$ cat src/rtl/nfhl_pkg.sv
// Shared types, sizes and codes for the fix history logger.
package nfhl_pkg;

    // Sizing of the history ring and the line buffer.
    localparam int HISTORY_DEPTH = 60;
    localparam int LINE_LENGTH   = 128;

    // Layout of one history entry: latitude characters, then longitude characters.
    localparam int LAT_CHARS   = 9;
    localparam int LON_CHARS   = 10;
    localparam int ENTRY_CHARS = LAT_CHARS + LON_CHARS;
    localparam int LAT_COL     = 18;
    localparam int LON_COL     = 30;
    localparam int STATUS_COL  = 5;

    // Characters that the logic looks for.
    localparam logic [7:0] CHAR_DOLLAR = 8'h24;
    localparam logic [7:0] CHAR_VALID  = 8'h41;

    // Derived widths.
    localparam int SLOT_W    = (HISTORY_DEPTH > 1) ? $clog2(HISTORY_DEPTH) : 1;
    localparam int LINE_AW   = $clog2(LINE_LENGTH);
    localparam int LINE_CW   = $clog2(LINE_LENGTH + 1);
    localparam int FIX_DEPTH = HISTORY_DEPTH * ENTRY_CHARS;
    localparam int FIX_AW    = $clog2(FIX_DEPTH);
    localparam int KW        = $clog2(ENTRY_CHARS + 1);

    // Stream widths and field sizes.
    localparam int OP_W      = 3;
    localparam int POS_W     = 5;
    localparam int OUT_SLOT_W = 6;
    localparam int IN_DATA_W  = 16;
    localparam int OUT_DATA_W = 24;

    // Command queue between the front and the back.
    localparam int QUEUE_DEPTH = 2;
    localparam int QAW = (QUEUE_DEPTH > 1) ? $clog2(QUEUE_DEPTH) : 1;
    localparam int QCW = $clog2(QUEUE_DEPTH + 1);

    // Operation codes as they arrive on the input tuser.
    typedef enum logic [OP_W-1:0] {
        OP_BYTE = 3'd0,
        OP_TICK = 3'd1,
        OP_NOW  = 3'd2,
        OP_PREV = 3'd3,
        OP_NEXT = 3'd4,
        OP_READ = 3'd5
    } t_op;

    // Classified command kinds handed to the back end.
    typedef enum logic [2:0] {
        CMD_BYTE = 3'd0,
        CMD_TICK = 3'd1,
        CMD_NOW  = 3'd2,
        CMD_PREV = 3'd3,
        CMD_NEXT = 3'd4,
        CMD_READ = 3'd5,
        CMD_NONE = 3'd6
    } t_cmd_kind;

    // One queued command with its pre-decoded flags.
    typedef struct packed {
        t_cmd_kind        kind;
        logic [7:0]       data;
        logic [POS_W-1:0] pos;
        logic             dollar;
        logic             pos_ok;
    } t_cmd;

    // Line column read for character k of a history entry.
    function automatic logic [LINE_AW-1:0] f_copy_col(input logic [KW-1:0] k);
        if (k < KW'(LAT_CHARS)) begin
            return LINE_AW'(LAT_COL) + LINE_AW'(k);
        end
        return LINE_AW'(LON_COL - LAT_CHARS) + LINE_AW'(k);
    endfunction

endpackage

$ cat src/rtl/nfhl_front.sv
// Front end: accepts input beats, classifies them and holds them in a short queue.
module nfhl_front (
    input  logic                             i_clk,
    input  logic                             i_rst_n,
    input  logic                             i_s_tvalid,
    output logic                             o_s_tready,
    input  logic [nfhl_pkg::IN_DATA_W-1:0]   i_s_tdata,
    input  logic [nfhl_pkg::OP_W-1:0]        i_s_tuser,
    output nfhl_pkg::t_cmd                   o_cmd,
    output logic                             o_cmd_valid,
    input  logic                             i_cmd_pop
);

    nfhl_pkg::t_cmd               r_q [nfhl_pkg::QUEUE_DEPTH];
    logic [nfhl_pkg::QAW-1:0]     r_wr_ptr;
    logic [nfhl_pkg::QAW-1:0]     r_rd_ptr;
    logic [nfhl_pkg::QCW-1:0]     r_count;
    nfhl_pkg::t_cmd               w_cmd;
    logic                         w_push;
    logic                         w_pop;

    // Classify the incoming beat.
    always_comb begin
        w_cmd.data   = i_s_tdata[7:0];
        w_cmd.pos    = i_s_tdata[12:8];
        w_cmd.dollar = (i_s_tdata[7:0] == nfhl_pkg::CHAR_DOLLAR);
        w_cmd.pos_ok = (i_s_tdata[12:8] < nfhl_pkg::POS_W'(nfhl_pkg::ENTRY_CHARS));
        unique case (i_s_tuser)
            nfhl_pkg::OP_BYTE: w_cmd.kind = nfhl_pkg::CMD_BYTE;
            nfhl_pkg::OP_TICK: w_cmd.kind = nfhl_pkg::CMD_TICK;
            nfhl_pkg::OP_NOW:  w_cmd.kind = nfhl_pkg::CMD_NOW;
            nfhl_pkg::OP_PREV: w_cmd.kind = nfhl_pkg::CMD_PREV;
            nfhl_pkg::OP_NEXT: w_cmd.kind = nfhl_pkg::CMD_NEXT;
            nfhl_pkg::OP_READ: w_cmd.kind = nfhl_pkg::CMD_READ;
            default:           w_cmd.kind = nfhl_pkg::CMD_NONE;
        endcase
    end

    assign o_s_tready  = (r_count < nfhl_pkg::QCW'(nfhl_pkg::QUEUE_DEPTH));
    assign w_push      = i_s_tvalid && o_s_tready;
    assign o_cmd_valid = (r_count != '0);
    assign w_pop       = i_cmd_pop && o_cmd_valid;
    assign o_cmd       = r_q[r_rd_ptr];

    // Queue storage.
    always_ff @(posedge i_clk) begin
        if (w_push) begin
            r_q[r_wr_ptr] <= w_cmd;
        end
    end

    // Queue pointers and fill level.
    always_ff @(posedge i_clk) begin
        if (!i_rst_n) begin
            r_wr_ptr <= '0;
            r_rd_ptr <= '0;
            r_count  <= '0;
        end else begin
            if (w_push) begin
                r_wr_ptr <= r_wr_ptr + 1'b1;
            end
            if (w_pop) begin
                r_rd_ptr <= r_rd_ptr + 1'b1;
            end
            if (w_push && !w_pop) begin
                r_count <= r_count + 1'b1;
            end else if (w_pop && !w_push) begin
                r_count <= r_count - 1'b1;
            end
        end
    end

endmodule

$ cat config.mk
export PLATFORM = sky130hd
export DESIGN_NAME = nfhl_front
export DESIGN_NICKNAME = d
export VERILOG_FILES = /design/src/rtl/nfhl_pkg.sv /design/src/rtl/nfhl_front.sv
export SDC_FILE = /design/constraint.sdc
export NUM_CORES = 1
export LEC_CHECK = 0
export BUFFER_PORTS_ARGS = -buffer_cell sky130_fd_sc_hd__buf_2
export CAP_MARGIN = 5
export CORE_ASPECT_RATIO = 0.6
export CORE_MARGIN = 2
export CORE_UTILIZATION = 35
export CTS_BUF_LIST = sky130_fd_sc_hd__clkbuf_16
export DETAILED_ROUTE_END_ITERATION = 8
export PLACE_DENSITY = 0.68
export SYNTH_ARGS = -nofsm -noshare
export SYNTH_HDL_FRONTEND = slang
export SYNTH_SLANG_ARGS = --single-unit
$ cat constraint.sdc
create_clock -name i_clk -period 1.27 [get_ports i_clk]
set_input_delay 0.1905 -clock i_clk [delete_from_list [all_inputs] [get_ports i_clk]]
set_output_delay 0.1905 -clock i_clk [all_outputs]
set_load 0.01 [all_outputs]
==> results of run 1 <==
## synthesized netlist by cell type (2+ instances only)
library cell  count
edfxtp_1         36
nor2b_1           2
mux2_2           18
dfxtp_1           5
and2_1            4
clkbuf_1          2
xnor2_1           2
## through the flow
step	power (mW)	cells	utilization, %	setup TNS [ps]	cell area [sq um]
after CTS	4.95	201	54.0	-3750	2270
after global routing	5.51	206	57.8	-5670	2430
after floorplan	2.51	87	-	0	1580
after global placement	3.02	190	45.8	0	1930
final	5.28	206	57.8	-4340	2430
after detailed placement	3.09	190	45.8	-63.9	1930
## power breakdown
part / internal (mW) / total [mW] / switching (mW)
Sequential: 1.73 / 1.85 / 0.118
Clock: 0.919 / 1.40 / 0.479
Combinational: 1.27 / 2.04 / 0.766
## cells by family after synthesis
kind of cell               Yosys count  synth area share, %
DFF                                 41                 75.2
muxes                               18                 12.9
xor gates and xnor gates             3                 1.67
and+or+nand+nor                     13                 5.33
adders and majority gates            1                0.796
buffers and inverters                5                 1.51
AOI/OAI and AO/OA                    6                 2.63
## layer usage
layer | vias up | global-route usage, %
met5 | - | 0
met4 | 0 | 6.81
met3 | 5 | 4.20
met2 | 28 | 21.2
met1 | 450 | 15.7
li1 | 443 | -
## registers in the layout, indices dropped and copies added, names as in the netlist, named ones only
signal and count:
r_rd_ptr 1, r_q 36, r_wr_ptr 1, r_count 2
## how the worst max path moves through the flow
stage                from         end  slack, ps  cells past startpoint
2_1_floorplan  r_count[0]  r_count[1]          2                      4
3_3_place_gp   i_s_tvalid  r_count[1]         30                      5
3_5_place_dp   i_s_tvalid  r_count[1]        -60                      6
4_1_cts              flop    o_cmd[7]       -210                      3
5_1_grt              flop    o_cmd[8]       -240                      3
6_report             flop    o_cmd[6]       -200                      3
## timing repair
item / in CTS / in global routing
resized for setup: 26 / 21
pin swaps: 1 / 4
setup endpoints to repair: 20 / 37
setup buffers: 2 / 2
cloned: 1 / 3
## cell type report
type                            instances  share of cell area, %
Clock buffer                            5                   5.14
Clock inverter                          3                   1.70
Multi-Input combinational cell         41                   18.7
Timing Repair Buffer                   55                   22.4
Tap cell                               60                   3.08
Sequential cell                        41                   48.9
Inverter                                1                  0.154
==> impl_metrics.env, run 1 <==
export IMPL_register_area_sq_um=1190
export IMPL_dr_max_layer_used="met4"
export IMPL_met2_length_um=1610
export IMPL_syn_nets=111
export IMPL_async_reset_ff_share_pct=0
export IMPL_hold_violations=0
export IMPL_relSlewSlack_pct=79.4
export IMPL_synth_area_top_cells="edfxtp_1, mux2_2, dfxtp_1"
export IMPL_area_growth_pct=54.9
export IMPL_routedWlPerCell_um=16.2
export IMPL_cp_arrival_ps=1280
export IMPL_clock_path_buffers=2
export IMPL_final_cell_mix="edfxtp_1, buf_6, buf_2"
export IMPL_holdPathStages=1
export IMPL_cp_num_buf_inv=2
export IMPL_synth_ff_type="edfxtp_1"
export IMPL_synth_seq_cells=41
export IMPL_reg2reg_depth=4
export IMPL_grt_start_max_net_pins=19
export IMPL_violations="negative setup slack"
export IMPL_p_leak_nw=0.951
export IMPL_maxSlewViolCount=0
export IMPL_drc_errors=0
export IMPL_cts_max_level=2
export IMPL_period_needed_ps=1470
export IMPL_cp_slowest_cell="dfxtp_4"
export IMPL_drtAntennaViolNets=0
export IMPL_io_pins=43
export IMPL_status="finished, violations left"
export IMPL_grt_first_pass_wirelength_um=4860
export IMPL_synth_cell_types=25
export IMPL_rows=18
export IMPL_regToRegEndpoint="r_count[1]"
export IMPL_gr_total_overflow=0
export IMPL_drive_above_1_share_pct=63.0
export IMPL_root_buffer="clkbuf_16"
export IMPL_viasPerCell=4.50
export IMPL_ys_seq_area_share_pct=75.2
export IMPL_coreArea_sq_um=4210
export IMPL_hold_class="in2reg"
export IMPL_criticalPathCategory="reg2out"
export IMPL_synth_edf_count=36
export IMPL_antenna_found_initial=0
export IMPL_fillers=330
export IMPL_vias=926
export IMPL_drv_cap=0
export IMPL_rsz0062_at_grt="true"
export IMPL_path_cells="buf_16, mux2_2, buf_6"
export IMPL_hold_path_endpoint="r_q[0][9]"
export IMPL_drtPass1Iterations=4
export IMPL_layout_commonest_cell="edfxtp_1"
export IMPL_yosys_warnings=0
export IMPL_fmax_mhz=681
export IMPL_netlist_instances=87
export IMPL_fin_skew_ps=4.48
export IMPL_powerDensity_nw_per_um2=2170
export IMPL_finalWirelength_um=3340
export IMPL_worstHoldStart="i_s_tdata[2]"
export IMPL_fin_nets=169
export IMPL_r2r_slack_ps=-120
export IMPL_dpl_hpwl_um=2020
export IMPL_die_width_um=90.5
export IMPL_fin_hold_ws_ps=110
export IMPL_grt_total_usage_pct=13.1
export IMPL_cts_tree="built"
export IMPL_finalSetupViolCount=38
export IMPL_slowest_delay_ps=390
export IMPL_postCtsHoldBufs=0
export IMPL_crit_family="flip-flops"
export IMPL_cts_buffers=5
export IMPL_crit_path_end_kind="output port"
export IMPL_start_kind="flop"
export IMPL_pre_cts_ws_ps=-63.9
export IMPL_clk_pin_slew_worst_paths_ps=60
export IMPL_setup_slack_ps=-200
export IMPL_multiInputGateArea_sq_um=454
export IMPL_yosys_area_top_type="edfxtp_1"
export IMPL_wl_met1_um=1460
export IMPL_syn_area_sq_um=1570
export IMPL_worst_slew_pin_slew_ps=305
export IMPL_gp_congestion=0.736
export IMPL_finalCritPeriodShare_pct=116
export IMPL_numPortBuffers=39
export IMPL_peakVddDrop_mv=1.03
export IMPL_cp_max_fo=9
export IMPL_initial_core_util_pct=37.3
export IMPL_die_y_um=55.9
export IMPL_synth_top_area_share_pct=68.8
export IMPL_avgSynthCellArea_sq_um=18.1
export IMPL_crit_required_ps=1080
export IMPL_r2r_start="r_count[1]"
export IMPL_die_area_sq_um=5060
export IMPL_grt_pass1_vias=973
export IMPL_drt_iter0_markers=61
export IMPL_cts_sinks=41
export IMPL_antennaDiodeCount=0
export IMPL_clk_latency_ps=280
export IMPL_met3_length_um=205
Power figures use the tool's default switching activity.
==> run 2: changes to the inputs <==
--- a/config.mk
+++ b/config.mk
@@ -13,6 +13,7 @@
 export CTS_BUF_LIST = sky130_fd_sc_hd__clkbuf_16
 export DETAILED_ROUTE_END_ITERATION = 8
 export PLACE_DENSITY = 0.68
+export SETUP_SLACK_MARGIN = 0.2
 export SYNTH_ARGS = -nofsm -noshare
 export SYNTH_HDL_FRONTEND = slang
 export SYNTH_SLANG_ARGS = --single-unit
==> impl_metrics.env, run 2 (synthesis gave the netlist of run 1 again) <==
export IMPL_status="finished, violations left"
export IMPL_violations="negative setup slack"
export IMPL_die_y_um=55.9
export IMPL_drt_iter0_markers=38
export IMPL_fin_nets=170
export IMPL_drv_cap=0
export IMPL_worst_slew_pin_slew_ps=298
export IMPL_numPortBuffers=39
export IMPL_drtPass1Iterations=4
export IMPL_drtAntennaViolNets=0
export IMPL_powerDensity_nw_per_um2=2100
export IMPL_top_register="r_q"
export IMPL_fin_skew_ps=2.51
export IMPL_drive_above_1_share_pct=63.9
export IMPL_area_growth_pct=54.5
export IMPL_start_kind="flop"
export IMPL_cts_buffers=5
export IMPL_largest_reg_flops=36
export IMPL_root_buffer="clkbuf_16"
export IMPL_layout_commonest_cell="edfxtp_1"
export IMPL_initial_core_util_pct=37.3
export IMPL_hold_violations=0
export IMPL_finalSetupViolCount=26
export IMPL_gr_total_overflow=0
export IMPL_fmax_mhz=699
export IMPL_cts_tree="built"
export IMPL_clock_path_buffers=2
export IMPL_fin_tns_setup_ps=-2710
export IMPL_cts_max_level=2
export IMPL_vias=959
export IMPL_criticalPathCategory="reg2out"
export IMPL_final_area_sq_um=2430
export IMPL_coreArea_sq_um=4210
export IMPL_finalWirelength_um=3320
export IMPL_antenna_found_initial=0
export IMPL_clk_pin_slew_worst_paths_ps=50
export IMPL_grt_pass1_vias=1036
export IMPL_p_leak_nw=0.979
export IMPL_cp_arrival_ps=1240
export IMPL_rows=18
export IMPL_clk_latency_ps=280
export IMPL_postCtsHoldBufs=0
export IMPL_cp_max_fo=7
export IMPL_final_cell_mix="edfxtp_1, buf_6, buf_2"
export IMPL_post_dp_cell_area_sq_um=1930
export IMPL_peakVddDrop_mv=1.04
export IMPL_relSlewSlack_pct=79.8
export IMPL_pre_cts_ws_ps=-68.5
export IMPL_final_util_pct=57.6
export IMPL_grt_first_pass_wirelength_um=5260
export IMPL_maxSlewViolCount=0
export IMPL_fin_hold_ws_ps=111
export IMPL_grt_total_usage_pct=14.0
export IMPL_cts_sinks=41
export IMPL_viasPerCell=4.63
export IMPL_drc_errors=0
export IMPL_antennaDiodeCount=0
export IMPL_hold_class="in2reg"
export IMPL_rsz0062_at_grt="true"
export IMPL_die_area_sq_um=5060
export IMPL_grt_start_max_net_pins=15
export IMPL_crit_path_end_kind="output port"
export IMPL_die_width_um=90.5
export IMPL_gp_congestion=0.686
export IMPL_crit_required_ps=1080
export IMPL_top_regs="r_q x36, r_count x2"
export IMPL_routedWlPerCell_um=16.0
export IMPL_io_pins=43
export IMPL_setup_slack_ps=-160
export IMPL_period_needed_ps=1430
export IMPL_finalCritPeriodShare_pct=113
-- run 2: changes by cell type in the layout (fill, tap and decap cells not counted), moves of 2 or more --
cell | before | now
mux2_4 | 10 | 18
and2_4 | 1 | 4
buf_12 | 3 | 1
buf_8 | 0 | 2
buf_4 | 5 | 1
buf_6 | 24 | 29
clkinv_2 | 0 | 2
mux2_2 | 8 | 0
-- run 2: final timing paths --
kind / cells after the start / end / slack, ps / from
max: 3 / o_cmd[9] / -160 / flop
min: 1 / r_q[1][12] / 110 / i_s_tdata[5]
max reg2reg: 5 / r_count[1] / -40 / r_count[1]
min reg2reg: 2 / r_count[1] / 600 / r_count[1]
-- run 2: power by group --
group          internal (mW)  switching, mW  leakage [nW]
logic                   1.28          0.784         0.525
registers               1.73          0.128         0.380
clock network          0.712          0.462        0.0748
total                   3.72           1.37         0.979
-- run 2: final cells by class --
class / count / area (sq um)
well taps: 60 / 75.1
inverters: 1 / 3.75
clock inverters: 3 / 13.8
flip-flops and latches: 41 / 1190
multi-input cells: 44 / 514
repair buffers: 53 / 504
clock buffers: 5 / 125
fillers: 339 / 1780
-- run 2: through the flow --
step | total power [mW] | instances
2_1_floorplan | 2.65 | 87
3_3_place_gp | 3.03 | 189
3_5_place_dp | 3.10 | 189
4_1_cts | 5.00 | 204
5_1_grt | 5.33 | 207
6_report | 5.10 | 207
-- run 2: routing by layer --
layer  up-vias  routed length [um]  track usage [%]
met3         4                 210             4.74
met1       471                1540             17.6
li1        448                   -                -
met4         0                  43             5.27
met5         -                   0                0
met2        36                1530             22.4
-- run 2: critical path, stage by stage (launching register included) --
cell	delay (ps)
dfxtp_4	370
buf_8	140
mux2_4	320
buf_6	120
-- run 2: repair_timing --
item	in CTS	in global routing
gates cloned	3	1
endpoints found under the setup margin	58	61
gates resized for setup	50	5
buffers inserted	4	2
pin swaps	7	5
hold endpoints to repair	0	0
